### src/rtl/polyphonic_voice_allocator_defines.svh
// ----------------------------------------------------------------------------
// Voice allocator assertion macros
// Shared property wrappers; clock and active-low reset are passed in.
// ----------------------------------------------------------------------------
`ifndef POLYPHONIC_VOICE_ALLOCATOR_DEFINES_SVH
`define POLYPHONIC_VOICE_ALLOCATOR_DEFINES_SVH

// cond must hold at every clock edge outside reset
`define PVA_ASSERT_ALWAYS(lbl, clk, rst_n, cond, msg) \
  lbl: assert property (@(posedge clk) disable iff (!rst_n) (cond)) \
    else $error(msg);

// ante implies cons in the same cycle
`define PVA_ASSERT_IMPLIES(lbl, clk, rst_n, ante, cons, msg) \
  lbl: assert property (@(posedge clk) disable iff (!rst_n) (ante) |-> (cons)) \
    else $error(msg);

// ante implies cons in the next cycle
`define PVA_ASSERT_NEXT(lbl, clk, rst_n, ante, cons, msg) \
  lbl: assert property (@(posedge clk) disable iff (!rst_n) (ante) |=> (cons)) \
    else $error(msg);

`endif

### src/rtl/pva_pkg.sv
// ----------------------------------------------------------------------------
// pva_pkg
// Types and fixed constants of the polyphonic voice allocator.
// ----------------------------------------------------------------------------
package pva_pkg;

  // field widths
  localparam int FUNC_W    = 3;
  localparam int KEY_W     = 7;
  localparam int VEL_W     = 7;
  localparam int SEL_W     = 4;
  localparam int IDX_OUT_W = 4;
  localparam int MASK_W    = 16;
  localparam int MASK_IW   = $clog2(MASK_W);
  localparam int CNT_OUT_W = 5;
  localparam int CFG_W     = 5;

  // APB
  localparam int APB_AW = 3;
  localparam int APB_DW = 32;
  localparam logic [APB_AW-1:0] ADDR_VOICES_IN_USE = 3'h0;
  localparam logic [APB_AW-1:0] ADDR_VOICE_LIMIT   = 3'h4;
  localparam logic [CFG_W-1:0]  CFG_RESET          = 5'd16;

  // steal priority terms (base value is common to all voices)
  localparam int unsigned PRIO_REL  = 2000;
  localparam int unsigned PRIO_SUST = 1000;
  localparam logic [KEY_W-1:0] PEDAL_HELD = 7'd64;

  typedef enum logic [1:0] {
    ST_OFF  = 2'd0,
    ST_ON   = 2'd1,
    ST_SUST = 2'd2,
    ST_REL  = 2'd3
  } voice_status_e;

  typedef enum logic [FUNC_W-1:0] {
    FN_NOTE_ON        = 3'd0,
    FN_NOTE_OFF       = 3'd1,
    FN_PEDAL          = 3'd2,
    FN_ALL_NOTES_OFF  = 3'd3,
    FN_ALL_VOICES_OFF = 3'd4,
    FN_REL_DONE       = 3'd5
  } func_e;

  typedef enum logic [1:0] {
    S_IDLE,
    S_SCAN,
    S_FINISH,
    S_SWEEP
  } pva_state_e;

  // per-cycle control into the victim search unit
  typedef struct packed {
    logic          start;
    logic          valid;
    voice_status_e status;
  } scan_ctl_t;

endpackage

### src/rtl/polyphonic_voice_allocator.sv
// ----------------------------------------------------------------------------
// polyphonic_voice_allocator - per-event voice allocation with stealing
// Flow: note on/off, pedal and all-off requests scan the active slots, one voice per cycle,
//   then load the result register once it is free; release-done and unused codes skip the scan.
// A new request is taken only in idle, after the previous result has been loaded.
// Reset: all voices off, counters zero; a voices_in_use write runs a sweep over every voice slot.
// ----------------------------------------------------------------------------
`include "polyphonic_voice_allocator_defines.svh"

module polyphonic_voice_allocator #(
  parameter int NUM_VOICES = 16,
  parameter int STAMP_BITS = 32
) (
  input  logic                            clk_i,
  input  logic                            rst_ni,
  // request channel
  input  logic                            in_valid_i,
  output logic                            in_ready_o,
  input  logic [pva_pkg::FUNC_W-1:0]      func_i,
  input  logic [pva_pkg::KEY_W-1:0]       key_i,
  input  logic [pva_pkg::VEL_W-1:0]       velocity_i,
  input  logic [pva_pkg::KEY_W-1:0]       pedal_i,
  input  logic [pva_pkg::SEL_W-1:0]       voice_sel_i,
  // result channel
  output logic                            out_valid_o,
  input  logic                            out_ready_i,
  output logic                            assigned_o,
  output logic [pva_pkg::IDX_OUT_W-1:0]   voice_index_o,
  output logic                            stolen_o,
  output logic [pva_pkg::IDX_OUT_W-1:0]   stolen_index_o,
  output logic [pva_pkg::VEL_W-1:0]       start_velocity_o,
  output logic [pva_pkg::MASK_W-1:0]      released_mask_o,
  output logic [pva_pkg::MASK_W-1:0]      sustained_mask_o,
  output logic [pva_pkg::MASK_W-1:0]      killed_mask_o,
  output logic [pva_pkg::CNT_OUT_W-1:0]   active_count_o,
  // APB configuration port
  input  logic                            psel,
  input  logic                            penable,
  input  logic                            pwrite,
  input  logic [pva_pkg::APB_AW-1:0]      paddr,
  input  logic [pva_pkg::APB_DW-1:0]      pwdata,
  output logic [pva_pkg::APB_DW-1:0]      prdata,
  output logic                            pready
);
  import pva_pkg::*;

  localparam int VIW  = $clog2(NUM_VOICES);
  localparam int CntW = $clog2(NUM_VOICES + 1);
  localparam int MemW = KEY_W + STAMP_BITS;

  // one-hot mask bit for a voice; voices past the mask width are not reported
  function automatic logic [MASK_W-1:0] voice_bit(input logic [VIW-1:0] idx);
    logic [MASK_W-1:0] b;
    b = '0;
    if (32'(idx) < MASK_W) begin
      b[MASK_IW'(idx)] = 1'b1;
    end
    return b;
  endfunction

  // --------------------------------------------------------------------------
  // Configuration registers
  // --------------------------------------------------------------------------
  logic             cfg_wr, viu_wr, lim_wr;
  logic [CFG_W-1:0] viu_q, limit_q;
  logic [CntW-1:0]  scan_n;

  // Registers decode on the word address; the byte offset is ignored on write.
  assign cfg_wr = psel && penable && pwrite;
  assign viu_wr = cfg_wr && (paddr[2] == ADDR_VOICES_IN_USE[2]);
  assign lim_wr = cfg_wr && (paddr[2] == ADDR_VOICE_LIMIT[2]);
  assign pready = 1'b1;

  always_ff @(posedge clk_i or negedge rst_ni) begin
    if (!rst_ni) begin
      viu_q   <= CFG_RESET;
      limit_q <= CFG_RESET;
    end else begin
      if (viu_wr) viu_q <= pwdata[CFG_W-1:0];
      if (lim_wr) limit_q <= pwdata[CFG_W-1:0];
    end
  end

  always_comb begin
    case (paddr)
      ADDR_VOICES_IN_USE: prdata = APB_DW'(viu_q);
      ADDR_VOICE_LIMIT:   prdata = APB_DW'(limit_q);
      default:            prdata = '0;
    endcase
  end

  // Scanned slot count, clamped to 1..NUM_VOICES
  always_comb begin
    if (viu_q == '0) begin
      scan_n = CntW'(1);
    end else if (32'(viu_q) > NUM_VOICES) begin
      scan_n = CntW'(NUM_VOICES);
    end else begin
      scan_n = CntW'(viu_q);
    end
  end

  // --------------------------------------------------------------------------
  // State
  // --------------------------------------------------------------------------
  pva_state_e            state_q, state_d;
  logic [CntW-1:0]       proc_q, proc_d;       // voice under the shared unit
  logic [VIW-1:0]        proc_idx;
  logic [FUNC_W-1:0]     func_q;
  logic [KEY_W-1:0]      key_q;
  logic [VEL_W-1:0]      vel_q;
  logic [SEL_W-1:0]      sel_q;
  logic [VIW-1:0]        sel_idx;
  logic [KEY_W-1:0]      pedal_q;
  logic [STAMP_BITS-1:0] stamp_cnt_q;
  logic [CntW-1:0]       count_q, count_d;
  voice_status_e         status_q [NUM_VOICES];
  logic [NUM_VOICES-1:0] playing;

  // key and start stamp per voice; only read for voices that are playing,
  // so the store needs no clearing
  logic [MemW-1:0]       kmem [NUM_VOICES];
  logic [MemW-1:0]       rd_data_q;
  logic [VIW-1:0]        rd_addr;
  logic                  mem_we;
  logic [VIW-1:0]        mem_waddr;

  // first free voice seen during the scan
  logic                  free_found_q, free_found_d;
  logic [VIW-1:0]        free_idx_q, free_idx_d;

  // status write port, one voice per cycle
  logic                  st_we;
  logic [VIW-1:0]        st_widx;
  voice_status_e         st_wval;
  voice_status_e         old_status;

  // scan datapath
  voice_status_e         cur_status, new_status;
  logic [KEY_W-1:0]      cur_key;
  logic [STAMP_BITS-1:0] cur_stamp;
  logic                  key_hit;
  logic [CntW-1:0]       proc_nxt;

  // finish step
  logic                  accept, fin_go, use_free, steal;
  logic [VIW-1:0]        v_idx;
  logic                  vic_found;
  logic [VIW-1:0]        vic_idx;
  scan_ctl_t             vic_ctl;

  // per-request masks
  logic [MASK_W-1:0]     rel_q, rel_d, sus_q, sus_d, kill_q, kill_d;

  // result register
  logic                  out_valid_q, out_valid_d;
  logic                  asg_q, stl_q;
  logic [IDX_OUT_W-1:0]  vidx_q, sidx_q;
  logic [VEL_W-1:0]      svel_q;
  logic [MASK_W-1:0]     rel_out_q, sus_out_q, kill_out_q;
  logic [CNT_OUT_W-1:0]  cnt_out_q;

  assign proc_idx   = VIW'(proc_q);
  assign sel_idx    = VIW'(sel_q);
  assign cur_status = status_q[proc_idx];
  assign cur_key    = rd_data_q[MemW-1 -: KEY_W];
  assign cur_stamp  = rd_data_q[STAMP_BITS-1:0];
  assign key_hit    = (cur_key == key_q);
  assign proc_nxt   = proc_q + CntW'(1);
  assign old_status = status_q[st_widx];

  always_comb begin
    for (int i = 0; i < NUM_VOICES; i++) begin
      playing[i] = (status_q[i] != ST_OFF);
    end
  end

  // --------------------------------------------------------------------------
  // Sequencer: next state and per-cycle control
  //   IDLE   : take a request, or start the slot sweep after a voices_in_use
  //            write (that write wins over a request in the same cycle)
  //   SCAN   : one voice per cycle through the shared unit; status update,
  //            free-voice search and victim tracking all in the same pass
  //   FINISH : start or steal a voice, or retire a released voice, then load
  //            the result register once it is free
  //   SWEEP  : turn off every playing voice at or above the scanned count
  // --------------------------------------------------------------------------
  always_comb begin
    state_d      = state_q;
    proc_d       = proc_q;
    in_ready_o   = 1'b0;
    accept       = 1'b0;
    fin_go       = 1'b0;
    rd_addr      = '0;
    new_status   = cur_status;
    st_we        = 1'b0;
    st_widx      = proc_idx;
    st_wval      = cur_status;
    free_found_d = free_found_q;
    free_idx_d   = free_idx_q;
    use_free     = 1'b0;
    steal        = 1'b0;
    v_idx        = free_idx_q;
    mem_we       = 1'b0;
    mem_waddr    = free_idx_q;

    case (state_q)
      S_IDLE: begin
        in_ready_o = !viu_wr;
        if (viu_wr) begin
          state_d = S_SWEEP;
          proc_d  = '0;
        end else if (in_valid_i) begin
          accept       = 1'b1;
          free_found_d = 1'b0;
          proc_d       = '0;
          // codes that touch every scanned voice go through the scan
          if (func_i <= FN_ALL_VOICES_OFF) begin
            state_d = S_SCAN;
          end else begin
            state_d = S_FINISH;
          end
        end
      end

      S_SCAN: begin
        // prefetch the next voice's key and stamp
        rd_addr = (32'(proc_nxt) < NUM_VOICES) ? VIW'(proc_nxt) : '0;
        case (func_q)
          FN_NOTE_ON: begin
            // same key already sounding gets released first
            if (key_hit && ((cur_status == ST_ON) || (cur_status == ST_SUST))) begin
              new_status = ST_REL;
            end
          end
          FN_NOTE_OFF: begin
            if ((cur_status == ST_ON) && key_hit) begin
              new_status = (pedal_q >= PEDAL_HELD) ? ST_SUST : ST_REL;
            end
          end
          FN_PEDAL: begin
            if ((pedal_q < PEDAL_HELD) && (cur_status == ST_SUST)) begin
              new_status = ST_REL;
            end
          end
          FN_ALL_NOTES_OFF: begin
            if ((cur_status == ST_ON) || (cur_status == ST_SUST)) begin
              new_status = ST_REL;
            end
          end
          FN_ALL_VOICES_OFF: begin
            new_status = ST_OFF;
          end
          default: ;
        endcase
        st_we   = (new_status != cur_status);
        st_wval = new_status;
        if ((cur_status == ST_OFF) && !free_found_q) begin
          free_found_d = 1'b1;
          free_idx_d   = proc_idx;
        end
        if (proc_q == (scan_n - CntW'(1))) begin
          state_d = S_FINISH;
        end else begin
          proc_d = proc_nxt;
        end
      end

      S_FINISH: begin
        fin_go = !out_valid_q || out_ready_i;
        if (fin_go) begin
          state_d = S_IDLE;
          case (func_q)
            FN_NOTE_ON: begin
              // free voice only below the polyphony limit, else steal
              use_free  = free_found_q && (32'(count_q) < 32'(limit_q));
              steal     = !use_free && vic_found;
              v_idx     = use_free ? free_idx_q : vic_idx;
              st_we     = use_free || steal;
              st_widx   = v_idx;
              st_wval   = ST_ON;
              mem_we    = use_free || steal;
              mem_waddr = v_idx;
            end
            FN_REL_DONE: begin
              if ((32'(sel_q) < 32'(scan_n)) && (status_q[sel_idx] == ST_REL)) begin
                st_we   = 1'b1;
                st_widx = sel_idx;
                st_wval = ST_OFF;
              end
            end
            default: ;
          endcase
        end
      end

      S_SWEEP: begin
        if ((proc_q >= scan_n) && (cur_status != ST_OFF)) begin
          st_we   = 1'b1;
          st_wval = ST_OFF;
        end
        if (viu_wr) begin
          proc_d = '0;              // new count, sweep again from the bottom
        end else if (proc_q == CntW'(NUM_VOICES - 1)) begin
          state_d = S_IDLE;
        end else begin
          proc_d = proc_nxt;
        end
      end

      default: state_d = S_IDLE;
    endcase
  end

  // --------------------------------------------------------------------------
  // Playing count and report masks
  // --------------------------------------------------------------------------
  always_comb begin
    count_d = count_q;
    if (st_we && (old_status == ST_OFF) && (st_wval != ST_OFF)) begin
      count_d = count_q + CntW'(1);
    end else if (st_we && (old_status != ST_OFF) && (st_wval == ST_OFF)) begin
      count_d = count_q - CntW'(1);
    end

    rel_d  = rel_q;
    sus_d  = sus_q;
    kill_d = kill_q;
    if (accept) begin
      rel_d  = '0;
      sus_d  = '0;
      kill_d = '0;
    end else begin
      // sweep kills are silent
      if (st_we && (state_q != S_SWEEP)) begin
        case (st_wval)
          ST_REL:  rel_d  = rel_q | voice_bit(st_widx);
          ST_SUST: sus_d  = sus_q | voice_bit(st_widx);
          ST_OFF:  kill_d = kill_q | voice_bit(st_widx);
          default: ;
        endcase
      end
      // a stolen voice is killed and restarted in one step
      if (steal) begin
        kill_d = kill_d | voice_bit(vic_idx);
      end
    end
  end

  // --------------------------------------------------------------------------
  // Shared victim search unit
  // --------------------------------------------------------------------------
  assign vic_ctl.start  = accept;
  assign vic_ctl.valid  = (state_q == S_SCAN) && (func_q == FN_NOTE_ON);
  assign vic_ctl.status = new_status;   // priority uses the post-release state

  pva_victim_unit #(
    .NUM_VOICES (NUM_VOICES),
    .STAMP_BITS (STAMP_BITS)
  ) u_victim (
    .clk_i     (clk_i),
    .rst_ni    (rst_ni),
    .ctl_i     (vic_ctl),
    .idx_i     (proc_idx),
    .stamp_i   (cur_stamp),
    .counter_i (stamp_cnt_q),
    .found_o   (vic_found),
    .idx_o     (vic_idx)
  );

  // --------------------------------------------------------------------------
  // Registers
  // --------------------------------------------------------------------------
  always_ff @(posedge clk_i or negedge rst_ni) begin
    if (!rst_ni) begin
      state_q      <= S_IDLE;
      proc_q       <= '0;
      count_q      <= '0;
      pedal_q      <= '0;
      stamp_cnt_q  <= '0;
      free_found_q <= 1'b0;
      out_valid_q  <= 1'b0;
      for (int i = 0; i < NUM_VOICES; i++) begin
        status_q[i] <= ST_OFF;
      end
    end else begin
      state_q      <= state_d;
      proc_q       <= proc_d;
      count_q      <= count_d;
      free_found_q <= free_found_d;
      out_valid_q  <= out_valid_d;
      if (st_we) begin
        status_q[st_widx] <= st_wval;
      end
      if (accept && (func_i == FN_PEDAL)) begin
        pedal_q <= pedal_i;
      end else if (accept && (func_i == FN_ALL_NOTES_OFF)) begin
        pedal_q <= '0;
      end
      if (mem_we) begin
        stamp_cnt_q <= stamp_cnt_q + STAMP_BITS'(1);
      end
    end
  end

  always_comb begin
    out_valid_d = out_valid_q && !out_ready_i;
    if (fin_go) begin
      out_valid_d = 1'b1;
    end
  end

  // request fields, masks and scan scratch: no reset needed
  always_ff @(posedge clk_i) begin
    if (accept) begin
      func_q <= func_i;
      key_q  <= key_i;
      vel_q  <= velocity_i;
      sel_q  <= voice_sel_i;
    end
    free_idx_q <= free_idx_d;
    rel_q      <= rel_d;
    sus_q      <= sus_d;
    kill_q     <= kill_d;
  end

  // key/stamp store: one write port, one registered read port
  always_ff @(posedge clk_i) begin
    if (mem_we) begin
      kmem[mem_waddr] <= {key_q, stamp_cnt_q};
    end
    rd_data_q <= kmem[rd_addr];
  end

  // result register
  always_ff @(posedge clk_i) begin
    if (fin_go) begin
      asg_q      <= use_free || steal;
      vidx_q     <= (use_free || steal) ? IDX_OUT_W'(v_idx) : '0;
      stl_q      <= steal;
      sidx_q     <= steal ? IDX_OUT_W'(vic_idx) : '0;
      svel_q     <= (use_free || steal) ? vel_q : '0;
      rel_out_q  <= rel_d;
      sus_out_q  <= sus_d;
      kill_out_q <= kill_d;
      cnt_out_q  <= CNT_OUT_W'(count_d);
    end
  end

  assign out_valid_o      = out_valid_q;
  assign assigned_o       = asg_q;
  assign voice_index_o    = vidx_q;
  assign stolen_o         = stl_q;
  assign stolen_index_o   = sidx_q;
  assign start_velocity_o = svel_q;
  assign released_mask_o  = rel_out_q;
  assign sustained_mask_o = sus_out_q;
  assign killed_mask_o    = kill_out_q;
  assign active_count_o   = cnt_out_q;

  // --------------------------------------------------------------------------
  // Assertions
  // --------------------------------------------------------------------------
  `PVA_ASSERT_ALWAYS(a_count_matches, clk_i, rst_ni,
    $countones(playing) == 32'(count_q), "playing count out of step with voice status")
  `PVA_ASSERT_NEXT(a_busy_after_req, clk_i, rst_ni,
    in_valid_i && in_ready_o, !in_ready_o, "request taken while previous one in work")
  `PVA_ASSERT_IMPLIES(a_steal_starts, clk_i, rst_ni,
    out_valid_o && stolen_o, assigned_o, "voice stolen without a voice started")

endmodule

### src/rtl/pva_victim_unit.sv
// ----------------------------------------------------------------------------
// pva_victim_unit
// Shared age/priority unit: one voice per cycle, keeps the best steal victim.
// ----------------------------------------------------------------------------
module pva_victim_unit #(
  parameter int NUM_VOICES = 16,
  parameter int STAMP_BITS = 32
) (
  input  logic                          clk_i,
  input  logic                          rst_ni,
  input  pva_pkg::scan_ctl_t            ctl_i,
  input  logic [$clog2(NUM_VOICES)-1:0] idx_i,
  input  logic [STAMP_BITS-1:0]         stamp_i,
  input  logic [STAMP_BITS-1:0]         counter_i,
  output logic                          found_o,
  output logic [$clog2(NUM_VOICES)-1:0] idx_o
);
  import pva_pkg::*;

  localparam int VIW    = $clog2(NUM_VOICES);
  localparam int ScoreW = ((STAMP_BITS > 11) ? STAMP_BITS : 11) + 1;

  // lowest priority == highest (age + state bonus)
  logic [STAMP_BITS-1:0] age;
  logic [ScoreW-1:0]     bonus;
  logic [ScoreW-1:0]     score;
  logic [ScoreW-1:0]     best_q, best_d;
  logic [VIW-1:0]        idx_q, idx_d;
  logic                  found_q, found_d;

  always_comb begin
    age = counter_i - stamp_i;
    case (ctl_i.status)
      ST_REL:  bonus = ScoreW'(PRIO_REL);
      ST_SUST: bonus = ScoreW'(PRIO_SUST);
      default: bonus = '0;
    endcase
    score = ScoreW'(age) + bonus;

    found_d = found_q;
    best_d  = best_q;
    idx_d   = idx_q;
    if (ctl_i.start) begin
      found_d = 1'b0;
    end else if (ctl_i.valid && (ctl_i.status != ST_OFF) &&
                 (!found_q || (score > best_q))) begin
      found_d = 1'b1;
      best_d  = score;
      idx_d   = idx_i;
    end
  end

  always_ff @(posedge clk_i or negedge rst_ni) begin
    if (!rst_ni) begin
      found_q <= 1'b0;
    end else begin
      found_q <= found_d;
    end
  end

  always_ff @(posedge clk_i) begin
    best_q <= best_d;
    idx_q  <= idx_d;
  end

  assign found_o = found_q;
  assign idx_o   = idx_q;

endmodule

### config.mk
export PLATFORM = sky130hd
export DESIGN_NAME = polyphonic_voice_allocator
export DESIGN_NICKNAME = d
export VERILOG_FILES = /design/src/rtl/pva_pkg.sv /design/src/rtl/polyphonic_voice_allocator.sv /design/src/rtl/pva_victim_unit.sv
export VERILOG_INCLUDE_DIRS = /design/src /design/src/rtl
export SDC_FILE = /design/constraint.sdc
export NUM_CORES = 1
export LEC_CHECK = 0
export ABC_AREA = 1
export CAP_MARGIN = 20
export CELL_PAD_IN_SITES_DETAIL_PLACEMENT = 1
export CELL_PAD_IN_SITES_GLOBAL_PLACEMENT = 1
export CORE_MARGIN = 1
export CORE_UTILIZATION = 40
export CTS_CLUSTER_SIZE = 25
export DETAILED_ROUTE_END_ITERATION = 8
export DONT_BUFFER_PORTS = 1
export GPL_TIMING_DRIVEN = 0
export MAX_ROUTING_LAYER = met4
export PLACE_DENSITY = 0.78
export SYNTH_ARGS = -nofsm -noshare
export SYNTH_HDL_FRONTEND = slang
export SYNTH_SLANG_ARGS = --single-unit
export TNS_END_PERCENT = 50
### constraint.sdc
create_clock -name clk_i -period 6.6 [get_ports clk_i]
set_input_delay 0.66 -clock clk_i [delete_from_list [all_inputs] [get_ports clk_i]]
set_output_delay 0.66 -clock clk_i [all_outputs]
set_load 0.005 [all_outputs]
== Word-level counts from Yosys, hierarchy flattened ==
Memories as Yosys holds them, arrays and structs flattened. A register that Yosys moved wholly into a read port is not among the register bits.
Cells that the tools add are included.
Storage, ports and cells
  register bits after elaboration: 276
  output and inout port bits: 105
  memories: 1
  word-level logic and storage cells: 280
  ROM bits: 0
  bits in writable memories: 624
  bits in latches: 0
Cells by class
  shifts and indexed selects: 0
  muxes and demuxes: 111
  divide/modulo/power cells: 0
  reductions and logical operators: 57
  order comparisons: 17
  add/subtract/negate cells: 7
  bitwise gates (word level): 9
  multiply operators: 0
  equality and inequality tests: 33
Memory list
  kmem: depth 16, bits a word 39, rd ports 1, clocked after Yosys merged registers in 1, wr ports 1, line polyphonic_voice_allocator.sv:122  | logic [MemW-1:0] kmem [NUM_VOICES];
Operator list (count)
  two-way mux 16 bit: 22
  OR 16 bit: 4
  two-way mux 2 bit: 23
  two-way mux 5 bit: 9
  two-way mux 4 bit: 9
  adder 32 x 11 -> 33 bit: 1
  greater-than comparator 33 bit: 1
  adder 32 x 1 -> 32 bit, second input constant: 1
  bitwise mux 32 bit: 1
  subtractor 32 bit: 1
  two-way mux 1 bit: 28
  logical AND 1 bit: 26
  binary-select mux 2 bit (select 4 bit): 3
  one-hot mux 11 bit (2 select lines): 1
  != test 2 bit, second input constant: 9
  == test 2 bit, second input constant: 8
  greater-or-equal comparator 5 bit, second input constant: 3
  inverter 4 -> 5 bit: 3
  one-hot mux 5 bit (3 select lines): 1
  two-way mux 7 bit: 2
  nonzero test 2 bit: 7
  == test 3 x 2 -> 1 bit, second input constant: 4
  adder 5 x 1 -> 5 bit, second input constant: 2
  < comparator 4 x 5 -> 1 bit, second input constant: 2
  39 further kinds: 63

== Depth between registers and ports, before layout ==
Gate-level depths: netlist of run 1.
  depth in word-level cells: 24
  mapped depth: 40
  mapped depth without buffers: 39

== By module ==
A second synthesis of run 1 with hierarchy kept.
Second synthesis, totals
  cells, all modules: 3978
  area total of the unflattened synthesis: 42140.4 µm²
By module, submodules not included
  polyphonic_voice_allocator: cells an instance 3075, seq. area each 25562.0 µm², area each 36468.7 µm², times used 1
  pva_victim_unit: cells an instance 903, seq. area each 1136.1 µm², area each 5671.7 µm², times used 1

== Least setup slack after synthesis of run 1 ==
Ideal clock, no wire load.
  path type: flip-flop to flip-flop
  start: reg proc_q[0]
  end: reg u_victim.best_q[0], enable pin
  slack: -337 ps
  path buffers: 2
  period minus slack after synthesis: 6937 ps
  arrival time: 6494 ps
  required time: 6156 ps
  stages on the path, launching flop included: 38
  cells stage by stage: dfrtp_1 buf_6 buf_4 a21oi_1 o21ai_0 nand3_1 nand3_2 nand2_2 inv_1 ha_1 nand3_1 nand3_1 nand2_1 nand2_1 inv_1 nand2_1 nand3_1 nand2_1 [2 not listed] inv_1 fa_1 inv_1 nand3_1 nand2_1 nand3_1 nand2_2 nand2_1 xor2_1 ha_1 nand2_1 nor2_1 nand4_1 o21ai_0 a221oi_1 o41ai_1 nand2_1 a21oi_1
On the way
  longest elaborated chain between the ends: 18
  elaborated cells between the ends (all ways): 27
  those cells by class: add/sub (1); order compare (1); eq/ne (4); mux (11); bitwise (1); reduce/logical (9)
Ends and longest elaborated chain
  start, declared: line polyphonic_voice_allocator.sv:107  | logic [CntW-1:0] proc_q, proc_d;
  start signal, assigned: line polyphonic_voice_allocator.sv:388  | proc_q <= proc_d;
  inverter 4 -> 5 bit (not written as such) (*): line polyphonic_voice_allocator.sv:165  | assign cur_status = status_q[proc_idx];
  binary-select mux 2 bit (select 4 bit) (*): line polyphonic_voice_allocator.sv:165
  two-way mux 2 bit (not written as such) (*) (2 in a row): line polyphonic_voice_allocator.sv:165
  == test 2 x 1 -> 1 bit / == test 2 bit (equally long branches)
  logical OR 1 bit: line polyphonic_voice_allocator.sv:232, polyphonic_voice_allocator.sv:247
  logical AND 1 bit: line polyphonic_voice_allocator.sv:232  | if (key_hit && ((cur_status == ST_ON) || (cur_status == ST_SUST))) begin
  two-way mux 2 bit: line polyphonic_voice_allocator.sv:232
  one-hot mux 2 bit (5 select lines): line polyphonic_voice_allocator.sv:229  | case (func_q)
  [2 not listed]
  == test 2 bit: line pva_victim_unit.sv:33  | case (ctl_i.status)
  one-hot mux 11 bit (2 select lines) (*): line pva_victim_unit.sv:33
  adder 32 x 11 -> 33 bit (*): line pva_victim_unit.sv:38  | score = ScoreW'(age) + bonus;
  via u_victim.score[13]: line pva_victim_unit.sv:26  | logic [ScoreW-1:0] score;
  greater-than comparator 33 bit (*): line pva_victim_unit.sv:46  | (!found_q || (score > best_q))) begin
  logical OR 1 bit (*): line pva_victim_unit.sv:46
  logical AND 1 bit (*): line pva_victim_unit.sv:45  | end else if (ctl_i.valid && (ctl_i.status != ST_OFF) &&
  AND reduction 2 bit (no source line) (*)
  end signal, assigned: line pva_victim_unit.sv:62  | best_q <= best_d;
  end, declared: line pva_victim_unit.sv:27  | logic [ScoreW-1:0] best_q, best_d;
Mark *: on every way through the listed nets, which the timed path passes. The rest lies on a longest branch. The select of a mux whose other input is x is not followed.
A chain may end at the register's enable or synchronous reset.

== Worst setup path after layout of run 1 ==
  start: reg proc_q[0]
  end: reg u_victim.best_q[3], enable pin
Same word-level chain as after synthesis.

==> results of run 1 <==
==> logic make-up (layout without fill, tap and decap cells) <==
kind of cell | Yosys count | count (layout)
AO/OA/AOI/OAI | 601 | 601
XOR/XNOR | 97 | 97
adder cells (fa/ha/maj) | 94 | 94
buffers and inverters | 492 | 722
flip-flops | 933 | 933
multiplexers | 1 | 1
other | 2 | 31
AND/OR/NAND/NOR | 1581 | 1581
==> state kept, by name, summed over array words and instances (netlist names), 32 cells and up <==
name,count
kmem,624
rd_data_q,39
status_q,32
u_victim.best_q,33
stamp_cnt_q,32
==> critical path, delay by kind of cell, from the launching register on <==
| kind | cells | cell delay (ns) |
|---|---|---|
| XOR/XNOR | 1 | 0.14 |
| buffers and inverters | 9 | 1.21 |
| AO/OA/AOI/OAI | 9 | 1.91 |
| adder cells (fa/ha/maj) | 3 | 0.81 |
| flip-flops | 1 | 0.45 |
| AND/OR/NAND/NOR | 13 | 1.49 |
==> cell type report <==
class / count / area share (%)
clock buffers: 127 / 5.67
clock inverters: 53 / 1.28
plain buffers: 181 / 1.90
diodes: 3 / 0.0158
repair buffers: 50 / 1.69
multi-input cells: 2402 / 27.1
well taps: 1368 / 3.60
flip-flops and latches: 933 / 56.2
inverters: 311 / 2.48
==> metrics by stage <==
step	instances	hold WS [ns]	setup WS (ns)
2_1_floorplan	3827	0.364	0.391
3_3_place_gp	5195	0.369	-2.09
3_5_place_dp	5219	0.369	-1.21
4_1_cts	5413	0.0236	0.0562
5_1_grt	5428	0.0347	-0.0586
6_report	5428	0.0442	0.304
==> synthesized netlist by cell type, types with 6 or more instances <==
cell / number / area (sq um)
o21ai_0: 252 / 1260
o21a_1: 18 / 135
o32ai_1: 17 / 149
xnor2_1: 31 / 272
nand2_2: 14 / 87.6
nor2_2: 10 / 62.6
nand3_2: 6 / 60.1
nand3b_1: 7 / 52.6
nand4_1: 28 / 175
buf_2: 29 / 145
nand3_1: 206 / 1030
ha_1: 92 / 1150
a21oi_1: 96 / 480
clkbuf_1: 114 / 428
buf_4: 30 / 225
nand2_1: 482 / 1810
inv_2: 13 / 48.8
inv_1: 292 / 1100
nor2_1: 769 / 2890
dfxtp_1: 87 / 1740
a31oi_1: 16 / 100
a21o_1: 6 / 45.0
nor4_1: 7 / 43.8
nor3_1: 29 / 145
dfrtp_1: 88 / 2200
xor2_1: 66 / 578
edfxtp_1: 756 / 22700
o211ai_1: 28 / 210
o311ai_0: 136 / 1190
==> routing by layer <==
metal / part of all wire, % / global-route usage (%) / routed length, microns
met1: 39 / 31.4 / 51800
met2: 50 / 43.7 / 66100
met3: 7.4 / 3.84 / 9920
met4: 4.2 / 10.6 / 5570
met5: 0 / - / 0
==> worst max-delay path by stage <==
stage                                         to  depth (start not counted)  slack (ns)                  start
finish              u_victim.best_q[3]$_DFFE_PP_                         35        0.30  proc_q[0]$_DFFE_PN0P_
global route        u_victim.best_q[3]$_DFFE_PP_                         42       -0.06  proc_q[0]$_DFFE_PN0P_
detailed placement  u_victim.best_q[2]$_DFFE_PP_                         38       -1.21  proc_q[0]$_DFFE_PN0P_
floorplan           u_victim.best_q[0]$_DFFE_PP_                         37        0.39  proc_q[0]$_DFFE_PN0P_
global placement    u_victim.best_q[1]$_DFFE_PP_                         37       -2.09  proc_q[0]$_DFFE_PN0P_
CTS                 u_victim.best_q[3]$_DFFE_PP_                         35        0.06  proc_q[0]$_DFFE_PN0P_
==> repair_timing <==
action,CTS,global route
pin swaps,6,18
hold endpoints to repair,90,0
endpoints found under the setup margin,37,37
hold buffers,2,0
gates cloned,1,0
setup buffers,11,12
resized for setup,20,41
==> power by group through the flow <==
stage / logic (uW) / registers (uW) / clock network, uW
floorplan: 3320 / 7180 / 0
global route: 6070 / 7280 / 5890
detailed placement: 5190 / 7350 / 0
global placement: 4920 / 7350 / 0
CTS: 5390 / 7240 / 5700
finish: 5570 / 7250 / 5680
==> out/results.ini, run 1 <==
[status]
status=finished, final reports clean

[critical_path]
critical_path_class=reg2reg
cp.arrival_ns=6.65
rr_endpoint=u_victim.best_q[3]$_DFFE_PP_
endpoint_kind=flop
required_ns=6.95
cp_max_fo=12
rr_worst_depth=35
startpoint_type=flop
critical_path.max_stage_delay_ns=0.45
r2r_start=proc_q[0]$_DFFE_PN0P_
ff2ff_setup_slack_ns=0.30
slowest_stage=dfrtp_2

[worst_hold_path]
hp-class=in2reg
min_to=key_q[0]$_DFFE_PP_
min_path_cells=0
hp-start=key_i[0]

[global_route]
grt_pass1_vias=32200
grt_pass1_wl_microns=198000
grtUsageTotal_pct=26.0
gr-total-overflow=0
grt_max_degree=91
antenna_found_initial=7

[routing]
wirelength_microns=133000
ant_nets=0
via_count=30900
drt_iter0_drc=3212
drc_errors=0
viasPerCell=5.69
firstDrtPassIters=6
wire_per_inst_microns=24.6

[sta]
fin_crit_ns=6.30
clock-skew-final_ns=0.0733
min_period_over_period_pct=95.4
hold_viol=0
setup_viol=0
tightestPinTransition_ns=1.14
clock.fmax_ghz=0.159
drv_slew=0
final.setup.tns_ns=0
slew_headroom_pct=24.0

[clocking]
cts.sinks=933
h-tree-depth=3
cts_buffer_depth=3
cts_buffers=96
cts_root_buf=clkbuf_16
clkTransAtPathRegs_ns=0.07
clk_latency_ns=0.71
tritoncts=yes

[floorplan]
core_area_sq_mm=0.102
start_util_pct=40.4
io-pin-count=175
die_area_sq_mm=0.104
die_y_microns=323
die_x_microns=323
rows=117

[yosys]
synth_compound_area_share_pct=9.28
syn_area_sq_mm=0.0412
synthSimpleGateAreaFrac_pct=16.0
synthDistinctLibCells=64
syn_inst=3801
synth_edf_count=756
synthXorXnorAreaFrac_pct=2.06
yosys_warnings=0
synthMuxAreaShare_pct=0.0273
synth_top_family_by_area=simple AND/OR/NAND/NOR gates
synth_fa_ha_area_share_pct=2.89
synth_area_per_cell_sq_um=10.8
seq_area_frac_synth_pct=64.7
synth_ff_type=edfxtp_1
synth_seq_cells=933
async_reset_ff_share_pct=9.65

[power]
clkPwrFrac_pct=30.7
p_sw_share_pct=36.9
power_density_mw_per_mm2=390
p_sw_uw=6820
vdd_drop_max_v=0.000270
power_uw=18500
seqPwrFrac_pct=39.2
power.internal_uw=11700
combPwrFrac_pct=30.1
leakage_uw=0.0178

[job]
max_cap_violations=0

[final_layout]
drive_gt1_share_pct=9.61
postLayoutCellArea_sq_mm=0.0475
mostFrequentLayoutCells=edfxtp_1, nor2_1, nand2_1, inv_1, o21ai_0
syn2layout_area_growth_pct=15.2
utilization_pct=46.5
regArea_sq_mm=0.0267
multi_input_area_sq_mm=0.0129
fillers=11000
layout.nets=4139
final_common_cell=edfxtp_1

[placed_design]
dpl.hpwl_microns=90700
io_buffer_count=0
place.gp.congestion=0.913
place_area_sq_mm=0.0437

Note: power is estimated with default switching activity, not from simulation.
==> run 2, diff against run 1 <==
==> constraint.sdc (replaced) <==
create_clock -name clk_i -period 5.5 [get_ports clk_i]
set_input_delay 0.55 -clock clk_i [delete_from_list [all_inputs] [get_ports clk_i]]
set_output_delay 0.55 -clock clk_i [all_outputs]
set_load 0.005 [all_outputs]
==> run 2 against run 1 <==
Die area unchanged. Sequential power increased by 20%. The flow now finishes with violations (negative setup slack). Largest power group unchanged. Clock skew decreased by 0.032 ns. Largest cell class unchanged.
==> out/results.ini, run 2 (synthesis results as in run 1) <==
[status]
status=finished, violations left  ; was finished, final reports clean
violations=negative setup slack

[routing]
ant_nets=0  ; unchanged
viasPerCell=5.60  ; was 5.69
wirelength_microns=134000  ; was 133000 microns
wire_per_inst_microns=24.5  ; was 24.6 microns
firstDrtPassIters=5  ; was 6
via_count=30700  ; was 30900
wl_met3_microns=9560  ; was 9920 microns
drc_errors=0  ; unchanged
drt_iter0_drc=2962  ; was 3212
top_layer_used=met4  ; unchanged
met1_length_microns=54200  ; was 51800 microns
met2_length_microns=66200  ; was 66100 microns

[clocking]
tritoncts=yes  ; unchanged
clk_latency_ns=0.69  ; was 0.71 ns
cts.sinks=933  ; unchanged
cts_buffers=93  ; was 96
h-tree-depth=3  ; unchanged
clkTransAtPathRegs_ns=0.06  ; was 0.07 ns
cts_root_buf=clkbuf_16  ; unchanged
cts_buffer_depth=3  ; unchanged

[power]
p_sw_uw=8310  ; was 6820 uW
leakage_uw=0.0180  ; was 0.0178 uW
p_sw_share_pct=36.9  ; about the same
seqPwrFrac_pct=38.6  ; was 39.2%
clkPwrFrac_pct=28.8  ; was 30.7%
vdd_drop_max_v=0.000291  ; was 0.000270 V
power_density_mw_per_mm2=467  ; was 390 mW/mm^2
power.internal_uw=14200  ; was 11700 uW
combPwrFrac_pct=32.6  ; was 30.1%

[critical_path]
rr_worst_depth=38  ; was 35
endpoint_kind=flop  ; unchanged
startpoint_type=flop  ; unchanged
critical_path_class=reg2reg  ; unchanged
cp.arrival_ns=6.50  ; was 6.65 ns
cp_max_fo=9  ; was 12
ff2ff_setup_slack_ns=-0.61  ; was 0.30 ns
critical_path.max_stage_delay_ns=0.44  ; was 0.45 ns
r2r_start=proc_q[0]$_DFFE_PN0P_  ; unchanged
crit_start=proc_q[0]$_DFFE_PN0P_  ; unchanged
rr_endpoint=u_victim.best_q[1]$_DFFE_PP_  ; was u_victim.best_q[3]$_DFFE_PP_
slowest_stage=dfrtp_2  ; unchanged
crit_path_frequent_cell=nand2_4
required_ns=5.90  ; was 6.95 ns
critPathCapture=u_victim.best_q[1]$_DFFE_PP_  ; was u_victim.best_q[3]$_DFFE_PP_

[final_layout]
top_register=kmem  ; unchanged
postLayoutCellArea_sq_mm=0.0481  ; was 0.0475 sq mm
utilization_pct=47.1  ; was 46.5%
final_common_cell=edfxtp_1  ; unchanged
syn2layout_area_growth_pct=16.7  ; was 15.2%
drive_gt1_share_pct=11.5  ; was 9.61%
reg.largest.list=kmem x624, rd_data_q x39, u_victim.best_q x33  ; unchanged
mostFrequentLayoutCells=edfxtp_1, nor2_1, nand2_1, inv_1, o21ai_0  ; unchanged
layout.nets=4194  ; was 4139
largest_register_ffs=624  ; unchanged
layout.cells.non_filler=5480  ; was 5428
fillers=11000  ; about the same

[placed_design]
dpl.hpwl_microns=93300  ; was 90700 microns
pre_cts_ws_ns=-1.76  ; was -1.21 ns
place.gp.congestion=0.899  ; was 0.913
place_area_sq_mm=0.0437  ; about the same
place_inst=5215  ; was 5219
io_buffer_count=0  ; unchanged

[floorplan]
io-pin-count=175  ; unchanged
die_area_sq_mm=0.104  ; unchanged
die_y_microns=323  ; unchanged
rows=117  ; unchanged
core_area_sq_mm=0.102  ; unchanged
die_x_microns=323  ; unchanged
start_util_pct=40.4  ; unchanged

[sta]
slew_headroom_pct=25.0  ; was 24.0%
fin_crit_ns=6.11  ; was 6.30 ns
hold_viol=0  ; unchanged
setup_viol=37  ; was 0
min_period_over_period_pct=111  ; was 95.4%
rsz0062_at_grt=true
clock-skew-final_ns=0.0411  ; was 0.0733 ns
drv_slew=0  ; unchanged
setup_ws_ns=-0.606  ; was 0.304 ns
clock.fmax_ghz=0.164  ; was 0.159 GHz
tightestPinTransition_ns=1.12  ; was 1.14 ns

[worst_hold_path]
hp-class=in2reg  ; unchanged

[global_route]
gr-total-overflow=0  ; unchanged
grtUsageTotal_pct=26.3  ; was 26.0%
grt_pass1_vias=32000  ; was 32200
antenna_found_initial=8  ; was 7
grt_pass1_wl_microns=199000  ; was 198000 microns
grt_max_degree=91  ; unchanged

[job]
max_cap_violations=0  ; unchanged

[run 2: cell types whose count changed in the layout (fill, tap and decap cells not counted), sizes merged]
cell	before	now
bufinv	8	6
clkinvlp	7	6
dlygate4sd3	1	24
clkinv	38	34
buf	116	151
clkbuf	241	242
[run 2: layout make-up]
cell class                      count  area, sq um  share of cell area, %
Antenna cell                        3         7.51                 0.0156
Buffer                            180          911                   1.89
Clock buffer                      128         2640                   5.49
Clock inverter                     46          455                  0.947
Inverter                          311         1180                   2.46
Multi-Input combinational cell   2402        13200                   27.4
Sequential cell                   933        26700                   55.5
Tap cell                         1368         1710                   3.56
Timing Repair Buffer              109         1280                   2.66
[run 2: what timing repair did]
action,CTS,global route
gates cloned,2,1
resized for setup,54,61
setup buffers,48,17
hold buffers,25,0
pin swaps,39,42
hold endpoints to repair,113,0
endpoints found under the setup margin,37,89
[run 2: stage by stage]
step	total power, uW	TNS [ns]	hold WS, ns
after global routing	23400	-31.05	0.0351
after detailed placement	15200	-62.23	0.257
after floorplan	12700	-2.33	0.254
after CTS	22100	-13.12	0.00672
after global placement	14800	-1210.20	0.258
final	22500	-21.37	0.0380
[run 2: how the worst min path moves through the flow]
stage / start / depth (start not counted) / slack [ns] / to
final: pwdata[1] / 2 / 0.04 / viu_q[1]$_DFFE_PN0P_
after detailed placement: rst_ni / 0 / 0.26 / status_q[3]$_DFFE_PN0P_
after CTS: pwdata[4] / 2 / 0.007 / limit_q[4]$_DFFE_PN1P_
after global routing: pwdata[2] / 2 / 0.04 / viu_q[2]$_DFFE_PN0P_
after floorplan: rst_ni / 0 / 0.25 / count_q[0]$_DFF_PN0_
after global placement: rst_ni / 0 / 0.26 / status_q[19]$_DFFE_PN0P_
[run 2: critical path: cells and delay by family (launching register included)]
family	cells	cell delay [ns]
and+or+nand+nor	16	1.72
AOI/OAI and AO/OA	8	1.47
adders and majority gates	4	1.05
buffers and inverters	9	0.96
DFF	1	0.44
xor gates and xnor gates	1	0.16
[run 2: layer usage]
| layer | track usage [%] | up-vias |
|---|---|---|
| met5 | - | - |
| met4 | 9.46 | 0 |
| met3 | 3.51 | 264 |
| met2 | 43.7 | 1266 |
| met1 | 32.8 | 15500 |
| li1 | - | 13700 |
[run 2: power by group through the flow]
| stage | clock, uW | combinational, uW | sequential, uW |
|---|---|---|---|
| floorplan | 0 | 4090 | 8610 |
| global placement | 0 | 6030 | 8820 |
| detailed placement | 0 | 6360 | 8830 |
| CTS | 6530 | 6870 | 8670 |
| global route | 6770 | 7920 | 8720 |
| finish | 6480 | 7320 | 8690 |
